`src/sv/blq_pkg.sv`:
```
// Package with sizes, reset values and codes shared by the battery level qualifier.
`timescale 1ns / 1ps

package blq_pkg;

  // Measurement size: samples in the stability phase and in the averaging phase.
  // The average is taken by a shift, so this must be a power of two.
  localparam int SAMPLES_PER_PHASE = 8;
  localparam int AVG_SHIFT         = $clog2(SAMPLES_PER_PHASE);
  localparam int INDEX_W           = $clog2(2 * SAMPLES_PER_PHASE);
  localparam int SUM_W             = $clog2(SAMPLES_PER_PHASE * 4095 + 1);

  // Field widths.
  localparam int SAMPLE_W = 12;
  localparam int RATIO_W  = 12;
  localparam int LIMIT_W  = 8;
  localparam int CELL_W   = 14;
  localparam int PROD_W   = SAMPLE_W + RATIO_W;
  localparam int CFG_IDX_W  = 3;
  localparam int CFG_DATA_W = 14;

  localparam logic [SAMPLE_W-1:0] ADC_MAX  = '1;
  localparam logic [CELL_W-1:0]   CELL_MAX = '1;

  // Register reset values.
  localparam logic [RATIO_W-1:0] RATIO_RESET    = 12'd1254;
  localparam logic [LIMIT_W-1:0] SPREAD_RESET   = 8'd40;
  localparam logic [CELL_W-1:0]  FLOOR_RESET    = 14'd2500;
  localparam logic [CELL_W-1:0]  LOW_RESET      = 14'd3500;
  localparam logic [CELL_W-1:0]  CRITICAL_RESET = 14'd3350;

  // Configuration register indexes.
  typedef enum logic [CFG_IDX_W-1:0] {
    CFG_DIVIDER_RATIO = 3'd0,
    CFG_SPREAD_LIMIT  = 3'd1,
    CFG_FLOOR         = 3'd2,
    CFG_LOW           = 3'd3,
    CFG_CRITICAL      = 3'd4
  } cfg_index_t;

  // Battery level codes.
  typedef enum logic [1:0] {
    LEVEL_NORMAL   = 2'd0,
    LEVEL_LOW      = 2'd1,
    LEVEL_CRITICAL = 2'd2
  } level_t;

endpackage

```
`src/sv/battery_level_qualifier.sv`:
```
// Battery level qualifier: sample accumulation, scaling and level classification.
`timescale 1ns / 1ps

// Takes one ADC sample per cycle while in_ready is high. A measurement is
// 2*SAMPLES_PER_PHASE samples (16 by default): the first half tracks min and
// max for a stability check, the second half is summed and averaged. A sample
// with restart set begins a new measurement. One result follows each completed
// measurement, through a stage that registers the average and stability flag
// and an output stage that holds the scaled voltage (one 12x12 multiply) and
// level. Input is accepted every cycle while the output stage can drain; a
// waiting result only stalls input when both stages are full. Configuration
// writes are always accepted; indexes past the last register are ignored.
module battery_level_qualifier (
  input  logic                          clk,
  input  logic                          rst,
  // Sample channel
  input  logic                          in_valid,
  output logic                          in_ready,
  input  logic [blq_pkg::SAMPLE_W-1:0]  sample_mv,
  input  logic                          restart,
  // Result channel
  output logic                          out_valid,
  input  logic                          out_ready,
  output logic [blq_pkg::CELL_W-1:0]    cell_mv,
  output logic                          valid_res,
  output logic [1:0]                    level,
  // Configuration channel
  input  logic                          cfg_valid,
  output logic                          cfg_ready,
  input  logic [blq_pkg::CFG_IDX_W-1:0] cfg_index,
  input  logic [blq_pkg::CFG_DATA_W-1:0] cfg_data
);

  // Configuration registers.
  logic [blq_pkg::RATIO_W-1:0] divider_ratio_q8;
  logic [blq_pkg::LIMIT_W-1:0] spread_limit_mv;
  logic [blq_pkg::CELL_W-1:0]  floor_mv;
  logic [blq_pkg::CELL_W-1:0]  low_mv;
  logic [blq_pkg::CELL_W-1:0]  critical_mv;

  // Measurement state.
  logic [blq_pkg::INDEX_W-1:0]  sample_index;
  logic [blq_pkg::SAMPLE_W-1:0] min_seen;
  logic [blq_pkg::SAMPLE_W-1:0] max_seen;
  logic [blq_pkg::SUM_W-1:0]    sample_sum;

  // Middle stage.
  logic                         mid_valid;
  logic [blq_pkg::SAMPLE_W-1:0] mid_avg;
  logic                         mid_stable;

  logic in_xfer;
  logic mid_advance;
  logic out_free;

  logic [blq_pkg::INDEX_W-1:0]  base_index;
  logic [blq_pkg::SAMPLE_W-1:0] base_min;
  logic [blq_pkg::SAMPLE_W-1:0] base_max;
  logic [blq_pkg::SUM_W-1:0]    base_sum;
  logic [blq_pkg::SUM_W-1:0]    sum_next;
  logic                         in_stability;
  logic                         last_sample;
  logic [blq_pkg::SAMPLE_W-1:0] spread;

  logic [blq_pkg::PROD_W-1:0]   product;
  logic [blq_pkg::PROD_W-9:0]   scaled;
  logic [blq_pkg::CELL_W-1:0]   cell_next;
  logic                         valid_next;
  blq_pkg::level_t              level_next;

  // Handshake and stage flow control.
  assign cfg_ready   = 1'b1;
  assign out_free    = !out_valid || out_ready;
  assign mid_advance = mid_valid && out_free;
  assign in_ready    = !mid_valid || out_free;
  assign in_xfer     = in_valid && in_ready;

  // Configuration register writes.
  always_ff @(posedge clk) begin
    if (rst) begin
      divider_ratio_q8 <= blq_pkg::RATIO_RESET;
      spread_limit_mv  <= blq_pkg::SPREAD_RESET;
      floor_mv         <= blq_pkg::FLOOR_RESET;
      low_mv           <= blq_pkg::LOW_RESET;
      critical_mv      <= blq_pkg::CRITICAL_RESET;
    end else if (cfg_valid) begin
      unique case (cfg_index)
        blq_pkg::CFG_DIVIDER_RATIO: divider_ratio_q8 <= cfg_data[blq_pkg::RATIO_W-1:0];
        blq_pkg::CFG_SPREAD_LIMIT:  spread_limit_mv  <= cfg_data[blq_pkg::LIMIT_W-1:0];
        blq_pkg::CFG_FLOOR:         floor_mv         <= cfg_data;
        blq_pkg::CFG_LOW:           low_mv           <= cfg_data;
        blq_pkg::CFG_CRITICAL:      critical_mv      <= cfg_data;
        default: ;
      endcase
    end
  end

  // Starting point for this sample: a restart discards the partial measurement.
  always_comb begin
    base_index   = restart ? '0 : sample_index;
    base_min     = restart ? blq_pkg::ADC_MAX : min_seen;
    base_max     = restart ? '0 : max_seen;
    base_sum     = restart ? '0 : sample_sum;
    in_stability = ({1'b0, base_index} < (blq_pkg::INDEX_W + 1)'(blq_pkg::SAMPLES_PER_PHASE));
    last_sample  = (base_index == blq_pkg::INDEX_W'(2 * blq_pkg::SAMPLES_PER_PHASE - 1));
    sum_next     = base_sum + blq_pkg::SUM_W'(sample_mv);
    spread       = (base_max >= base_min) ? (base_max - base_min) : '0;
  end

  // Measurement state update on each sample transfer.
  always_ff @(posedge clk) begin
    if (rst) begin
      sample_index <= '0;
      min_seen     <= blq_pkg::ADC_MAX;
      max_seen     <= '0;
      sample_sum   <= '0;
    end else if (in_xfer) begin
      if (in_stability) begin
        sample_index <= base_index + 1'b1;
        min_seen     <= (sample_mv < base_min) ? sample_mv : base_min;
        max_seen     <= (sample_mv > base_max) ? sample_mv : base_max;
        sample_sum   <= base_sum;
      end else if (!last_sample) begin
        sample_index <= base_index + 1'b1;
        min_seen     <= base_min;
        max_seen     <= base_max;
        sample_sum   <= sum_next;
      end else begin
        sample_index <= '0;
        min_seen     <= blq_pkg::ADC_MAX;
        max_seen     <= '0;
        sample_sum   <= '0;
      end
    end
  end

  // Middle stage: average and stability flag of a finished measurement.
  always_ff @(posedge clk) begin
    if (rst) begin
      mid_valid <= 1'b0;
    end else if (in_xfer && !in_stability && last_sample) begin
      mid_valid <= 1'b1;
    end else if (mid_advance) begin
      mid_valid <= 1'b0;
    end
  end

  always_ff @(posedge clk) begin
    if (in_xfer && !in_stability && last_sample) begin
      mid_avg    <= sum_next[blq_pkg::AVG_SHIFT +: blq_pkg::SAMPLE_W];
      mid_stable <= (spread <= blq_pkg::SAMPLE_W'(spread_limit_mv));
    end
  end

  // Scaling to cell millivolts, saturation and level classification.
  always_comb begin
    product    = blq_pkg::PROD_W'(mid_avg) * blq_pkg::PROD_W'(divider_ratio_q8);
    scaled     = product[blq_pkg::PROD_W-1:8];
    cell_next  = (scaled > (blq_pkg::PROD_W - 8)'(blq_pkg::CELL_MAX)) ?
                 blq_pkg::CELL_MAX : scaled[blq_pkg::CELL_W-1:0];
    valid_next = mid_stable && (cell_next >= floor_mv);
    level_next = blq_pkg::LEVEL_NORMAL;
    if (valid_next) begin
      if (cell_next < critical_mv) begin
        level_next = blq_pkg::LEVEL_CRITICAL;
      end else if (cell_next < low_mv) begin
        level_next = blq_pkg::LEVEL_LOW;
      end
    end
  end

  // Output stage.
  always_ff @(posedge clk) begin
    if (rst) begin
      out_valid <= 1'b0;
    end else if (mid_advance) begin
      out_valid <= 1'b1;
    end else if (out_ready) begin
      out_valid <= 1'b0;
    end
  end

  always_ff @(posedge clk) begin
    if (mid_advance) begin
      cell_mv   <= cell_next;
      valid_res <= valid_next;
      level     <= level_next;
    end
  end

endmodule

```
`config.mk`:
```
export PLATFORM = sky130hd
export DESIGN_NAME = battery_level_qualifier
export DESIGN_NICKNAME = d
export VERILOG_FILES = /design/src/sv/blq_pkg.sv /design/src/sv/battery_level_qualifier.sv
export SDC_FILE = /design/constraint.sdc
export NUM_CORES = 1
export LEC_CHECK = 0
export ABC_AREA = 1
export BUFFER_PORTS_ARGS = -buffer_cell sky130_fd_sc_hd__buf_2
export CORE_ASPECT_RATIO = 1.2
export CORE_UTILIZATION = 40
export DETAILED_ROUTE_END_ITERATION = 10
export GPL_ROUTABILITY_DRIVEN = 0
export GPL_TIMING_DRIVEN = 0
export SKIP_LAST_GASP = 1
export SYNTH_ARGS = -nofsm -noshare
export SYNTH_HDL_FRONTEND = slang
export SYNTH_SLANG_ARGS = --single-unit
```
`constraint.sdc`:
```
create_clock -name clk -period 8.1 [get_ports clk]
set_input_delay 0 -clock clk [delete_from_list [all_inputs] [get_ports clk]]
set_output_delay 0 -clock clk [all_outputs]
set_load 0.02 [all_outputs]
```
# After elaboration in Yosys (flattened, before gate mapping)
# Cells that the tools add are included.
[op_classes] eq_ne=5 order_cmp=9 mux=22 addsub=3 n_mul=1 reduce_logical=19 n_bitwise=1
[ops] op="2-to-1 mux 12 bit" n=9
[ops] op="2-to-1 mux 15 bit" n=3
[ops] op="< comparator 14 bit" n=2
[ops] op="multiplier 12 x 12 -> 24 bit" n=1
[ops] op="> comparator 16 x 14 -> 1 bit, second input constant" n=1
[ops] op="adder 15 x 12 -> 15 bit" n=1
[ops] op="greater-or-equal comparator 14 bit" n=1
[ops] op="2-to-1 mux 14 bit" n=1
[ops] op="greater-or-equal comparator 12 bit" n=1
[ops] op="> comparator 12 bit" n=1
[ops] op="<= comparator 12 x 8 -> 1 bit" n=1
[ops] op="< comparator 12 bit" n=1
[ops] op="2-to-1 mux 4 bit" n=3
[ops] op="subtractor 12 bit" n=1
[ops] op="AND reduction 2 bit" n=5
[ops] op="equality test 3 x 2 -> 1 bit, second input constant" n=2
[ops] op="logical AND 1 bit" n=5
[ops] op="2-to-1 mux 1 bit" n=5
[ops] op="adder 4 x 1 -> 4 bit, second input constant" n=1
[ops] op="equality test 4 bit, second input constant" n=1
[ops] op="< comparator 4 bit, second input constant" n=1
[ops] op="nonzero test 2 bit" n=2
[ops] op="equality test 3 x 1 -> 1 bit, second input constant" n=1
[ops] op="equality test 3 bit, second input constant" n=1
[ops] op="other kinds (6)" n=9
[totals] regBits=137 word_cells=77

# Logic depth before layout (Yosys ltp)
[logic_depth] depth_word=7 mapped_depth=38 depth_no_buf=36

# Worst setup path before layout
# Ideal clock, no wire load.
[synth_timing] kind="flip-flop to flip-flop" startpoint="reg divider_ratio_q8[11] (netlist name)" endpoint="reg level[0] (data pin)" setup_ns=0.254 stages_incl_launch_ff=35 required_ns=7.846 path_slack_ns=2.085 arrival_time_ns=5.761 path_cell_list="dfxtp_1 clkbuf_1 nand2_1 fa_1 fa_1 inv_1 fa_1 fa_1 inv_1 fa_1 inv_1 ha_1 nand2_1 nor2_2 nand4_1 nor2_1 nand2_1 nand2_1 nand2_1 nand2_1 nand2_1 inv_1 buf_2 nand2_1 ha_1 inv_1 nor2_1 o21ai_0 o211ai_1 nand3_1 nand3_1 nand2_1 nor2_1 nand2_1 nor2_1"
[synth_between] elab_chain_cells=7
[synth_lines] item="start, declared" line="battery_level_qualifier.sv:35" text="logic [blq_pkg::RATIO_W-1:0] divider_ratio_q8;"
[synth_lines] item="start signal, assigned" line="battery_level_qualifier.sv:81" text="divider_ratio_q8 <= blq_pkg::RATIO_RESET;"
[synth_lines] item="start signal, assigned" line="battery_level_qualifier.sv:88" text="blq_pkg::CFG_DIVIDER_RATIO: divider_ratio_q8 <= cfg_data[blq_pkg::RATIO_W-1:0];"
[synth_lines] item="multiplier 12 x 12 -> 24 bit *" line="battery_level_qualifier.sv:157" text="product = blq_pkg::PROD_W'(mid_avg) * blq_pkg::PROD_W'(divider_ratio_q8);"
[synth_lines] item="> comparator 16 x 14 -> 1 bit *" line="battery_level_qualifier.sv:159" text="cell_next = (scaled > (blq_pkg::PROD_W - 8)'(blq_pkg::CELL_MAX)) ?"
[synth_lines] item="2-to-1 mux 14 bit *" line="battery_level_qualifier.sv:159"
[synth_lines] item="named net cell_next, one bit" line="battery_level_qualifier.sv:67" text="logic [blq_pkg::CELL_W-1:0] cell_next;"
[synth_lines] item="greater-or-equal comparator 14 bit" line="battery_level_qualifier.sv:161" text="valid_next = mid_stable && (cell_next >= floor_mv);"
[synth_lines] item="logical AND 1 bit" line="battery_level_qualifier.sv:161"
[synth_lines] item="NOT 1 bit (no source line)"
[synth_lines] item="OR reduction 2 bit (no source line)"
[synth_lines] item="end signal, assigned" line="battery_level_qualifier.sv:187" text="level <= level_next;"
[synth_lines] item="end, declared" line="battery_level_qualifier.sv:26" text="output logic [1:0] level,"
# The timed path passes the listed nets; every way through them passes the cells marked *.
# A chain may end at the register's enable or synchronous reset.

# Worst setup path in the final report
[layout_timing] startpoint="reg divider_ratio_q8[7] (netlist name)" endpoint="reg level[0] (data pin)"
[layout_between] elab_chain_cells=7
[layout_lines] item="multiplier 12 x 12 -> 24 bit *" line="battery_level_qualifier.sv:157"
[layout_lines] item="> comparator 16 x 14 -> 1 bit" line="battery_level_qualifier.sv:159"
[layout_lines] item="2-to-1 mux 14 bit *" line="battery_level_qualifier.sv:159"
[layout_lines] item="named net cell_next, one bit" line="battery_level_qualifier.sv:67"
[layout_lines] item="greater-or-equal comparator 14 bit" line="battery_level_qualifier.sv:161"
[layout_lines] item="logical AND 1 bit" line="battery_level_qualifier.sv:161"
[layout_lines] item="NOT 1 bit (no source line)"
[layout_lines] item="OR reduction 2 bit (no source line)"
# Marks and branches as above.

==> qor.yml <==
die_y_um: 200
required_ns: 8.39
cts-resized-gates: 0
viasPerCell: 5.11
async_flop_share: 0
power_density_nw_per_um2: 205
max_freq_mhz: 137
rsz0062_at_grt: "no"
setup_viol: 0
clk_pin_slew_ns: 0.06
cts.sinks: 137
seq_area_frac_synth: 0.234
slew_headroom: 0.319
grt_pass1_wl_um: 59400
syn2layout_area_growth_pct: 12.2
min_path_type: "input pin to flop"
drt-wirelength-per-cell_um: 16.4
mostFrequentLayoutCells: "nand2_1 (382), inv_1 (341), ha_1 (154), a21oi_1 (146), nor2_1 (111)"
crit_type: "flop to flop"
root_buffer: "clkbuf_16"
final_max_slew_viol_count: 0
final_common_cell: "nand2_1"
cts_tree: "done"
synthesis.nets: 2014
cts-htree-levels: 4
hpwl_um: 28900
cp_common_cell: "nand2_1"
synth_edf_count: 30
fin_crit_sh: 0.903
crit_path_max_incr_delay_ns: 0.60
rows: 71
fin_skew_ns: 0.0112
hold_viol_final: 0
tightestPinTransition_ns: 1.01
status: "completed"
vdd.ir_drop.worst_v: 0.000171
cap_violations: 0
clockBufferDepth: 2
nets: 2110
core_area_sq_um: 31700
portBuffers: 51
tns_ns: 0
final_antenna_net_count: 0
dieArea_sq_um: 33200
cp-start-kind: "flop"
cts_made_buffers: 17
track_usage: 0.231
overflow: 0
cts_hold_buf: 25
crit_path_max_fanout: 10
netlist_area_sq_um: 13000
leakagePower_uw: 0.00750
crit_arrival_ns: 7.61
cts_setup_buffers: 0
synth_ff_type: "dfxtp_1"
min_period_ns: 7.32
num_io_pins: 55
drive_gt1_frac: 0.0731
synthCells: 1724
ys_ff_latch: 137
n_antenna_cell: 0
worstSetupEndpointType: "flop"
clk-insertion-delay-late_ns: 0.43
avgSynthCellArea_sq_um: 7.54
detail_route.first_pass.iterations: 8
slowest_stage: "fa_1"
initial_utilization: 0.410
total_power_uw: 2990
ys_types: 52
drtIter0Drc: 675
drt_wl_total_um: 36700
drc: 0
num_vias: 11410
dieWidth_um: 167
synthesis.yosys.warnings: 0
grt_pass1_vias: 11452
grt_antenna_before_repair: 0
grt_max_degree: 18
[state kept, by name, summed over array words and instances, names as in the netlist, 12 cells and up]
| name | cells |
|---|---|
| cell_mv | 14 |
| divider_ratio_q8 | 12 |
| critical_mv | 14 |
| floor_mv | 14 |
| min_seen | 12 |
| mid_avg | 12 |
| max_seen | 12 |
| low_mv | 14 |
| sample_sum | 15 |
[cell type report]
class | count | area [sq um]
Buffer | 66 | 270
Clock buffer | 17 | 425
Clock inverter | 15 | 131
Fill cell | 3174 | 17100
Inverter | 345 | 1290
Multi-Input combinational cell | 1176 | 8400
Sequential cell | 137 | 3040
Tap cell | 401 | 502
Timing Repair Buffer | 77 | 520
[report_power, final]
group | switching [uW] | total, uW | internal, uW
combinational | 962 | 1490 | 524
clock | 340 | 742 | 403
sequential | 13.9 | 767 | 753
total | 1320 | 2990 | 1680
[per-stage QoR]
step / hold WS [ns] / utilization / cell area (sq um) / std cells / setup WS (ns)
floorplan: 0.126 / - / 13000 / 1724 / 2.09
global placement: 0.275 / 0.434 / 13800 / 2176 / 0.848
CTS: 0.0122 / 0.460 / 14600 / 2234 / 0.801
global route: 0.0367 / 0.460 / 14600 / 2234 / 0.186
detailed placement: 0.296 / 0.435 / 13800 / 2177 / 0.826
finish: 0.0374 / 0.460 / 14600 / 2234 / 0.784
[per-layer routing]
layer  vias to the layer above  GRT usage  share of wire
li1                       5672          -              -
met1                      5410      0.274           0.42
met2                       273      0.430           0.51
met3                        55     0.0192          0.040
met4                         0     0.0902          0.028
met5                         -          0              0
[synth_stat cells (all sizes together), types with 2 or more instances]
| library cell | count | area, sq um |
|---|---|---|
| o211ai | 26 | 200 |
| nand3 | 45 | 245 |
| a21oi | 152 | 780 |
| xor2 | 15 | 146 |
| nand3b | 2 | 15.0 |
| or2 | 3 | 18.8 |
| a221oi | 17 | 155 |
| dfxtp | 107 | 2140 |
| a21o | 2 | 15.0 |
| o2111ai | 5 | 43.8 |
| a211oi | 3 | 22.5 |
| o21ai | 91 | 463 |
| buf | 10 | 60.1 |
| o21bai | 3 | 33.8 |
| o221ai | 3 | 26.3 |
| ha | 154 | 1930 |
| nand4 | 9 | 56.3 |
| edfxtp | 30 | 901 |
| xnor2 | 16 | 140 |
| inv | 344 | 1290 |
| nor3 | 7 | 35.0 |
| nor2 | 116 | 458 |
| nand2 | 393 | 1510 |
| o21a | 3 | 22.5 |
| fa | 101 | 2020 |
| clkbuf | 56 | 210 |
[critical path, delay by kind of cell, from the launching register on]
kind            cells  cell delay [ns]
simple gates       16             2.13
flops               1             0.51
compound gates      2             0.16
buf+inv             6             1.04
fa+ha+maj           7             3.33
[final timing paths]
path / from / to / slack, ns / cells past startpoint
worst max-delay path: divider_ratio_q8[7]$_SDFFE_PP1P_ / level[0]$_SDFFCE_PP0P_ / 0.78 / 31
worst min-delay path: cfg_index[0] / floor_mv[0]$_SDFFE_PP0P_ / 0.04 / 4
worst max register to register: divider_ratio_q8[7]$_SDFFE_PP1P_ / level[0]$_SDFFCE_PP0P_ / 0.78 / 31
worst min register to register: critical_mv[13]$_SDFFE_PP0P_ / critical_mv[13]$_SDFFE_PP0P_ / 0.46 / 2
[cells by family (layout without fill, tap and decap cells)]
family,Yosys count,in the layout,synth area share
flip-flops,137,137,0.234
XOR/XNOR,31,31,0.0220
adder cells (fa/ha/maj),255,255,0.304
other,1,1,0.000288
AO/OA/AOI/OAI,310,310,0.138
AND/OR/NAND/NOR,579,579,0.182
buffers and inverters,411,520,0.120
Power figures use the tool's default switching activity.
